==> src/rtl/clxm_pkg.sv <==
`default_nettype none
package clxm_pkg;

    localparam logic [63:0] LCG_MUL    = 64'd2862933555777941757;
    localparam logic [63:0] LCG_ADD    = 64'd7046029254386353087;
    localparam logic [31:0] MWC_MUL    = 32'd4294957665;
    localparam logic [63:0] SHIFT_INIT = 64'd4101842887655102017;

    typedef enum logic [2:0] {
        KIND_DRAW64 = 3'd0,
        KIND_DRAW32 = 3'd1,
        KIND_DRAW16 = 3'd2,
        KIND_DRAW8  = 3'd3,
        KIND_RANGE  = 3'd4,
        KIND_RESEED = 3'd5,
        KIND_RSVD6  = 3'd6,
        KIND_RSVD7  = 3'd7
    } kind_t;

    typedef enum logic [3:0] {
        ST_IDLE,
        ST_MUL_A,
        ST_MUL_B,
        ST_MUL_C,
        ST_MUL_D,
        ST_FINISH,
        ST_DIV,
        ST_RESULT,
        ST_OUT
    } state_t;

    // command from the controller to the datapath
    typedef struct packed {
        logic  load;        // capture the incoming word
        logic  reseed_init; // reset words, lcg from seed
        logic  mul_a;       // partial products, step a
        logic  mul_b;
        logic  mul_c;
        logic  mul_d;
        logic  finish;      // commit state update and mix
        logic  div_start;
        logic  div_step;
        logic  result;      // form the output word
    } cmd_t;

    typedef struct packed {
        logic [2:0] kind;
        logic       need_draw;
        logic       div_done;
        logic       zero_span;
        logic [1:0] warm_left;
    } status_t;

endpackage
`default_nettype wire

==> src/rtl/clxm_ctrl.sv <==
`default_nettype none
module clxm_ctrl (
    input  wire logic              clk,
    input  wire logic              rst_n,
    input  wire logic              in_valid,
    output logic                   in_ready,
    input  wire logic [2:0]        in_kind,
    output logic                   out_valid,
    input  wire logic              out_ready,
    input  wire clxm_pkg::status_t status,
    output clxm_pkg::cmd_t         cmd
);
    import clxm_pkg::*;

    state_t state_reg, state_next;
    logic   out_valid_reg, out_valid_next;
    logic   take;

    assign take = in_valid && in_ready;

    always_comb
    begin
        state_next = state_reg;
        unique case (state_reg)
            ST_IDLE:
                if (take)
                begin
                    if (kind_t'(in_kind) == KIND_RESEED)
                        state_next = ST_MUL_A;
                    else if (kind_t'(in_kind) == KIND_RSVD6 || kind_t'(in_kind) == KIND_RSVD7)
                        state_next = ST_IDLE;
                    else
                        state_next = ST_OUT;
                end
            // decide whether a draw is needed
            ST_OUT:
                state_next = status.need_draw ? ST_MUL_A : ST_RESULT;
            ST_MUL_A:  state_next = ST_MUL_B;
            ST_MUL_B:  state_next = ST_MUL_C;
            ST_MUL_C:  state_next = ST_MUL_D;
            ST_MUL_D:  state_next = ST_FINISH;
            ST_FINISH:
                priority if (status.warm_left > 2'd1)
                    state_next = ST_MUL_A;
                else if (status.warm_left == 2'd1)
                    state_next = ST_IDLE;
                else if (kind_t'(status.kind) == KIND_RANGE && !status.zero_span)
                    state_next = ST_DIV;
                else
                    state_next = ST_RESULT;
            ST_DIV:
                state_next = status.div_done ? ST_RESULT : ST_DIV;
            // result holds here until the output register is free
            ST_RESULT:
                state_next = cmd.result ? ST_IDLE : ST_RESULT;
            default:
                state_next = ST_IDLE;
        endcase
    end

    always_comb
    begin
        cmd = '0;
        in_ready = 1'b0;
        unique case (state_reg)
            ST_IDLE:
            begin
                in_ready = !out_valid_reg || out_ready;
                cmd.load = take;
                cmd.reseed_init = take && kind_t'(in_kind) == KIND_RESEED;
            end
            ST_MUL_A:  cmd.mul_a = 1'b1;
            ST_MUL_B:  cmd.mul_b = 1'b1;
            ST_MUL_C:  cmd.mul_c = 1'b1;
            ST_MUL_D:  cmd.mul_d = 1'b1;
            ST_FINISH:
            begin
                cmd.finish = 1'b1;
                cmd.div_start = 1'b1;
            end
            ST_DIV:    cmd.div_step = !status.div_done;
            ST_RESULT: cmd.result = !out_valid_reg || out_ready;
            default:
            begin
            end
        endcase
    end

    always_comb
    begin
        out_valid_next = out_valid_reg;
        if (out_valid_reg && out_ready)
            out_valid_next = 1'b0;
        if (cmd.result)
            out_valid_next = 1'b1;
    end

    always_ff @(posedge clk or negedge rst_n)
    begin
        if (!rst_n)
        begin
            state_reg     <= ST_IDLE;
            out_valid_reg <= 1'b0;
        end
        else
        begin
            state_reg     <= state_next;
            out_valid_reg <= out_valid_next;
        end
    end

    assign out_valid = out_valid_reg;

    a_ready_idle: assert property (@(posedge clk) disable iff (!rst_n)
        in_ready |-> state_reg == ST_IDLE)
        else $error("ready outside idle");
    a_result: assert property (@(posedge clk) disable iff (!rst_n)
        cmd.result |=> out_valid_reg)
        else $error("result not presented");
    a_hold: assert property (@(posedge clk) disable iff (!rst_n)
        out_valid_reg && !out_ready |=> out_valid_reg)
        else $error("result dropped while stalled");

endmodule
`default_nettype wire

==> config.mk <==
export PLATFORM = sky130hd
export DESIGN_NAME = clxm_ctrl
export DESIGN_NICKNAME = d
export VERILOG_FILES = /design/src/rtl/clxm_pkg.sv /design/src/rtl/clxm_ctrl.sv
export SDC_FILE = /design/constraint.sdc
export NUM_CORES = 1
export LEC_CHECK = 0
export ABC_CLOCK_PERIOD_IN_PS = 2250
export BUFFER_PORTS_ARGS = -buffer_cell sky130_fd_sc_hd__buf_2
export CORE_MARGIN = 4
export CORE_UTILIZATION = 25
export DETAILED_ROUTE_END_ITERATION = 10
export MAX_ROUTING_LAYER = met4
export PLACE_DENSITY_LB_ADDON = 0.1
export SYNTH_ARGS = -nofsm -noshare
export SYNTH_HDL_FRONTEND = slang
export SYNTH_SLANG_ARGS = --single-unit
==> constraint.sdc <==
create_clock -name clk -period 2.25 [get_ports clk]
set_clock_uncertainty 0.1 [all_clocks]
set_input_delay 0.45 -clock clk [delete_from_list [all_inputs] [get_ports clk]]
set_output_delay 0.45 -clock clk [all_outputs]
set_load 0.005 [all_outputs]
==> results.toml, run 1 <==
[drt]
num_vias = 470
drtPass1Iterations = 2
viasPerCell = 4.95
drt-wirelength-per-cell_microns = 12.0
detail-route-antenna-nets = 0
drt_iter0_drc = 11
wirelength_microns = 1140
drc = 0

[synthesis]
synth_most_common_cell = "nor2_1"
synth-seq-cells = 5
synth_fp_nets = 68
seq_area_frac_synth = 0.295
netlist.top_cell.by_area = "dfrtp_1"
avgSynthCellArea_sq_um = 8.00
ys_types = 30
synthArstFlopShare = 1.00
synth-edff-count = 0
yosysTopAreaCellShare = 0.295
syn-instance-count = 53
synth_top_flop_cell = "dfrtp_1"
netlist_area_sq_um = 424
netlist_top_cells_area = "dfrtp_1, nor2_1, nor4b_1"
yosys_warnings = 0
synthTopCellsByCount = "nor2_1, dfrtp_1, nand2_1"

[final_layout]
nFillCells = 185
area_growth_syn_to_layout_pct = 36.0
final_cells = 95
fin_nets = 95
antennaDiodeCount = 0
largest_reg_flops = 4
multi_input_area_sq_um = 260
regArea_sq_um = 125
stdcell_area_sq_um = 577
drive_above_1_share = 0.418

[critical_path]
rrSetupSlack_ns = 0.61
cp_common_cell = "nor2_1"
critical_path.cell_chain = "nor2_1 > nand4_1 > nor2_1 > buf_2"
crit_slowest_cell = "dfrtp_1"
r2r_cells = 4
crit_buf_inv = 1
crit_family = "simple AND/OR/NAND/NOR gates"
slowest_delay_ns = 0.48
crit_arrival_ns = 1.39
crit_path_max_fanout = 10
crit_path_start_kind = "flip-flop"
end_kind = "output pin"
critPathKind = "flip-flop to output pin"
r2r-start = "state_reg[2]$_DFFE_PN0P_"
crit_required_ns = 1.70
r2r-end = "state_reg[1]$_DFFE_PN0P_"

[worst_hold_path]
hold_class = "input port to flip-flop"
hold_end = "state_reg[3]$_DFFE_PN0P_"
whs_path_depth = 3
hold_start = "in_kind[1]"

[cts]
ctsRootBufferMaster = "clkbuf_4"
clk_latency_ns = 0.25
cts_resized = 0
clock_path_buffers = 2
cts.htree.levels = 1
cts_made_buffers = 3
cts_tree = "yes"
ctsHoldBuffers = 1
clk_pin_slew_ns = 0.05
post-cts-setup-buffer-count = 0
clock-sinks = 5

[placed_design]
dp.cells = 90
gp_congestion = 0.721
port_buffers = 26
place_area_sq_um = 539
hpwl_microns = 927

[global_route]
grt_pass1_vias = 419
antenna_found_initial = 0
grt_usage = 0.108
grt_remaining_overflow = 0
grt_max_degree = 12
grt_pass1_wl_microns = 1940

[die]
rows = 14
io_pins = 27
die_w_microns = 49.2
die-area_sq_um = 2420
core_sq_um = 1560
initial_core_util = 0.272
die_y_microns = 49.2

[power]
powerDensity_nw_per_um2 = 1010
irDropWorstVdd_mv = 0.557
leakage_nw = 0.319
power_mw = 0.584

[run]
maxCapViolations = 0

[sta]
rsz0062_at_grt = "no"
setup_viol = 0
drv_slew = 0
final_hold_viol_count = 0
fin_hold_ws_ns = 0.365
fin_tns_setup_ns = 0
slew-limit-headroom = 0.764
min_period_ns = 1.94
tightest_slew_ns = 0.348
fmax_mhz = 514
period_share = 0.864

[status]
outcome = "completed"
[worst register-to-register path: cells and delay by family, from the launching register on]
| family | cells | cell delay (ns) |
|---|---|---|
| compound gates | 1 | 0.22 |
| flops | 1 | 0.45 |
| simple gates | 3 | 0.74 |
[layout make-up]
cell class	count	share of cell area
Clock buffer	3	0.0390
Sequential cell	5	0.217
Clock inverter	1	0.00868
Inverter	1	0.00651
Multi-Input combinational cell	42	0.451
Tap cell	16	0.0347
Timing Repair Buffer	27	0.243
[report_power, final]
group / switching (mW) / total, mW / internal [mW]
Combinational: 0.131 / 0.282 / 0.151
Sequential: 0.0721 / 0.194 / 0.122
Clock: 0.0434 / 0.108 / 0.0647
Total: 0.247 / 0.584 / 0.338
[metal layers]
metal,vias up,share of wire,track usage
li1,239,-,-
met1,216,0.45,0.134
met2,15,0.48,0.150
met3,0,0.066,0.0581
met4,0,0,0.0284
met5,-,0,-
[placed cells by master, fill, tap and decap left out, types with 2 or more instances in the layout]
cell type  instances
o21ai_0            2
nor3_1             2
clkbuf_4           3
buf_2             26
dfrtp_1            5
nand3b_1           2
nor4b_1            2
nor2_1             9
and3_1             2
nand4_1            2
nand2_1            4
nor2b_1            2
[logic make-up after synthesis]
logic type | after synthesis | synth area share
AND/OR/NAND/NOR | 33 | 0.460
AO/OA/AOI/OAI | 9 | 0.153
buffers and inverters | 6 | 0.0914
flip-flops | 5 | 0.295
[how the worst max path moves through the flow]
stage,start,end,slack (ns),cells past startpoint
2_1_floorplan,state_reg[2]$_DFFE_PN0P_,state_reg[1]$_DFFE_PN0P_,0.75,4
3_3_place_gp,out_ready,cmd[8],0.57,5
3_5_place_dp,out_ready,cmd[8],0.56,5
4_1_cts,state_reg[3]$_DFFE_PN0P_,cmd[8],0.29,4
5_1_grt,state_reg[3]$_DFFE_PN0P_,cmd[8],0.12,4
6_report,state_reg[3]$_DFFE_PN0P_,cmd[8],0.31,4
[stage by stage]
stage                     utilization  setup WS [ns]
final                           0.370          0.305
after detailed placement        0.346          0.560
after floorplan                     -          0.747
after CTS                       0.370          0.288
after global routing            0.370          0.122
after global placement          0.346          0.573
Note: power is estimated with default switching activity, not from simulation.
==> run 2: changes to the inputs <==
- GPL_TIMING_DRIVEN: default -> 0
==> run 2 against run 1 <==
Clock power barely moved. Final cell count rose by 5.3%. Global-route usage down 0.20 points. Sequential power decreased by 24%. Worst hold slack lost 0.0071 ns. Highest routed layer is now met4. Via count increased by 4.5%. Count of clock-buffer cells in the layout rose by 1. Register-to-register slack hardly changed. Sequential cell count stayed put. Routed wire length grew 4.2%. Critical path type unchanged. Maximum frequency shrank 2.5%. Non-clock buffer count grew 5.
==> results.toml, run 2 (same netlist as run 1, synthesis figures left out) <==
[status]
outcome = "completed"

[drt]
drc = 0
drt-wirelength-per-cell_microns = 11.9
wirelength_microns = 1190
num_vias = 491
detail-route-antenna-nets = 0
drt_iter0_drc = 3
drtPass1Iterations = 4
viasPerCell = 4.91

[sta]
fin_tns_setup_ns = 0
setup_ws_ns = 0.256
setup_viol = 0
fin_hold_ws_ns = 0.358
rsz0062_at_grt = "no"
min_period_ns = 1.99
final_hold_viol_count = 0
fmax_mhz = 501
period_share = 0.886
slew-limit-headroom = 0.732
tightest_slew_ns = 0.401
drv_slew = 0

[worst_hold_path]
hold_class = "input port to flip-flop"
whs_path_depth = 3
hold_start = "in_kind[1]"

[final_layout]
nFillCells = 174
area_growth_syn_to_layout_pct = 44.0
regArea_sq_um = 125
fin_nets = 100
multi_input_area_sq_um = 260
drive_above_1_share = 0.429
final_common_cell = "buf_2"
layout_common_cells = "buf_2, nor2_1, dfrtp_1"
final_util = 0.392
antennaDiodeCount = 0
largest_reg_flops = 4

[cts]
clk_latency_ns = 0.25
clk_pin_slew_ns = 0.05
ctsRootBufferMaster = "clkbuf_4"
cts_made_buffers = 3
clock-sinks = 5
cts_tree = "yes"
cts.htree.levels = 1
clock_path_buffers = 2

[placed_design]
gp_congestion = 0.764
hpwl_microns = 943
port_buffers = 26
post-place-ws_ns = 0.510

[critical_path]
crit_start = "state_reg[0]$_DFFE_PN0P_"
crit_path_start_kind = "flip-flop"
r2r_cells = 4
end_kind = "output pin"
crit_path_max_fanout = 10
crit_arrival_ns = 1.44
crit_required_ns = 1.70
r2r-start = "state_reg[0]$_DFFE_PN0P_"
critPathKind = "flip-flop to output pin"

[global_route]
antenna_found_initial = 0
grt_pass1_vias = 435
grt_usage = 0.106
grt_max_degree = 11
grt_pass1_wl_microns = 1910
grt_remaining_overflow = 0

[die]
die_y_microns = 49.2
die-area_sq_um = 2420
die_w_microns = 49.2
rows = 14
io_pins = 27
initial_core_util = 0.272
core_sq_um = 1560

[power]
irDropWorstVdd_mv = 0.574
leakage_nw = 0.339
powerDensity_nw_per_um2 = 1010
power_mw = 0.615

[run]
maxCapViolations = 0
-- run 2: changes by cell type in the layout (fill, tap and decap cells not counted), sizes merged --
cell / before / now
clkbuf: 3 / 5
buf: 26 / 30
clkinv: 1 / 0
-- run 2: per-stage QoR --
step / instances / area, sq um
2_1_floorplan: 53 / 424
3_3_place_gp: 95 / 574
3_5_place_dp: 95 / 574
4_1_cts: 100 / 611
5_1_grt: 100 / 611
6_report: 100 / 611
-- run 2: what timing repair did --
item                                    4_1_cts  5_1_grt
hold endpoints to repair                      5        0
setup buffers                                 0        0
endpoints found under the setup margin        0        0
resized for setup                             0        0
hold buffers                                  1        0
-- run 2: worst paths after layout --
kind | slack (ns) | endpoint
min | 0.36 | state_reg[3]$_DFFE_PN0P_
max in group asynchronous | 1.47 | out_valid$_DFFE_PN0P_
max | 0.26 | cmd[8]
min in group asynchronous | 0.45 | state_reg[1]$_DFFE_PN0P_
min reg2reg | 0.52 | out_valid$_DFFE_PN0P_
max reg2reg | 0.61 | state_reg[1]$_DFFE_PN0P_
-- run 2: layout make-up --
type / count / area share
Sequential cell: 5 / 0.205
Timing Repair Buffer: 27 / 0.230
Inverter: 1 / 0.00615
Buffer: 5 / 0.0574
Multi-Input combinational cell: 42 / 0.426
Tap cell: 16 / 0.0328
Clock buffer: 4 / 0.0430
-- run 2: per-layer routing --
| metal | share of wire | up-vias | GRT usage |
|---|---|---|---|
| met4 | 0.011 | 0 | 0.0427 |
| met5 | 0 | - | - |
| met3 | 0.065 | 2 | 0.0489 |
| met1 | 0.48 | 222 | 0.141 |
| li1 | - | 249 | - |
| met2 | 0.44 | 18 | 0.134 |
-- run 2: where the power goes --
| part | leakage, nW | internal [mW] | total, mW | switching, mW |
|---|---|---|---|---|
| sequential | 0.0655 | 0.123 | 0.147 | 0.0241 |
| clock | 0.0150 | 0.0672 | 0.107 | 0.0393 |
| combinational | 0.259 | 0.173 | 0.361 | 0.188 |
-- run 2: worst max-delay path: stages (launching register included) --
cell and delay, ns:
dfrtp_1 0.37, clkbuf_1 0.21, nor2_1 0.19, nand4_1 0.19, nor2_1 0.13, buf_2 0.11
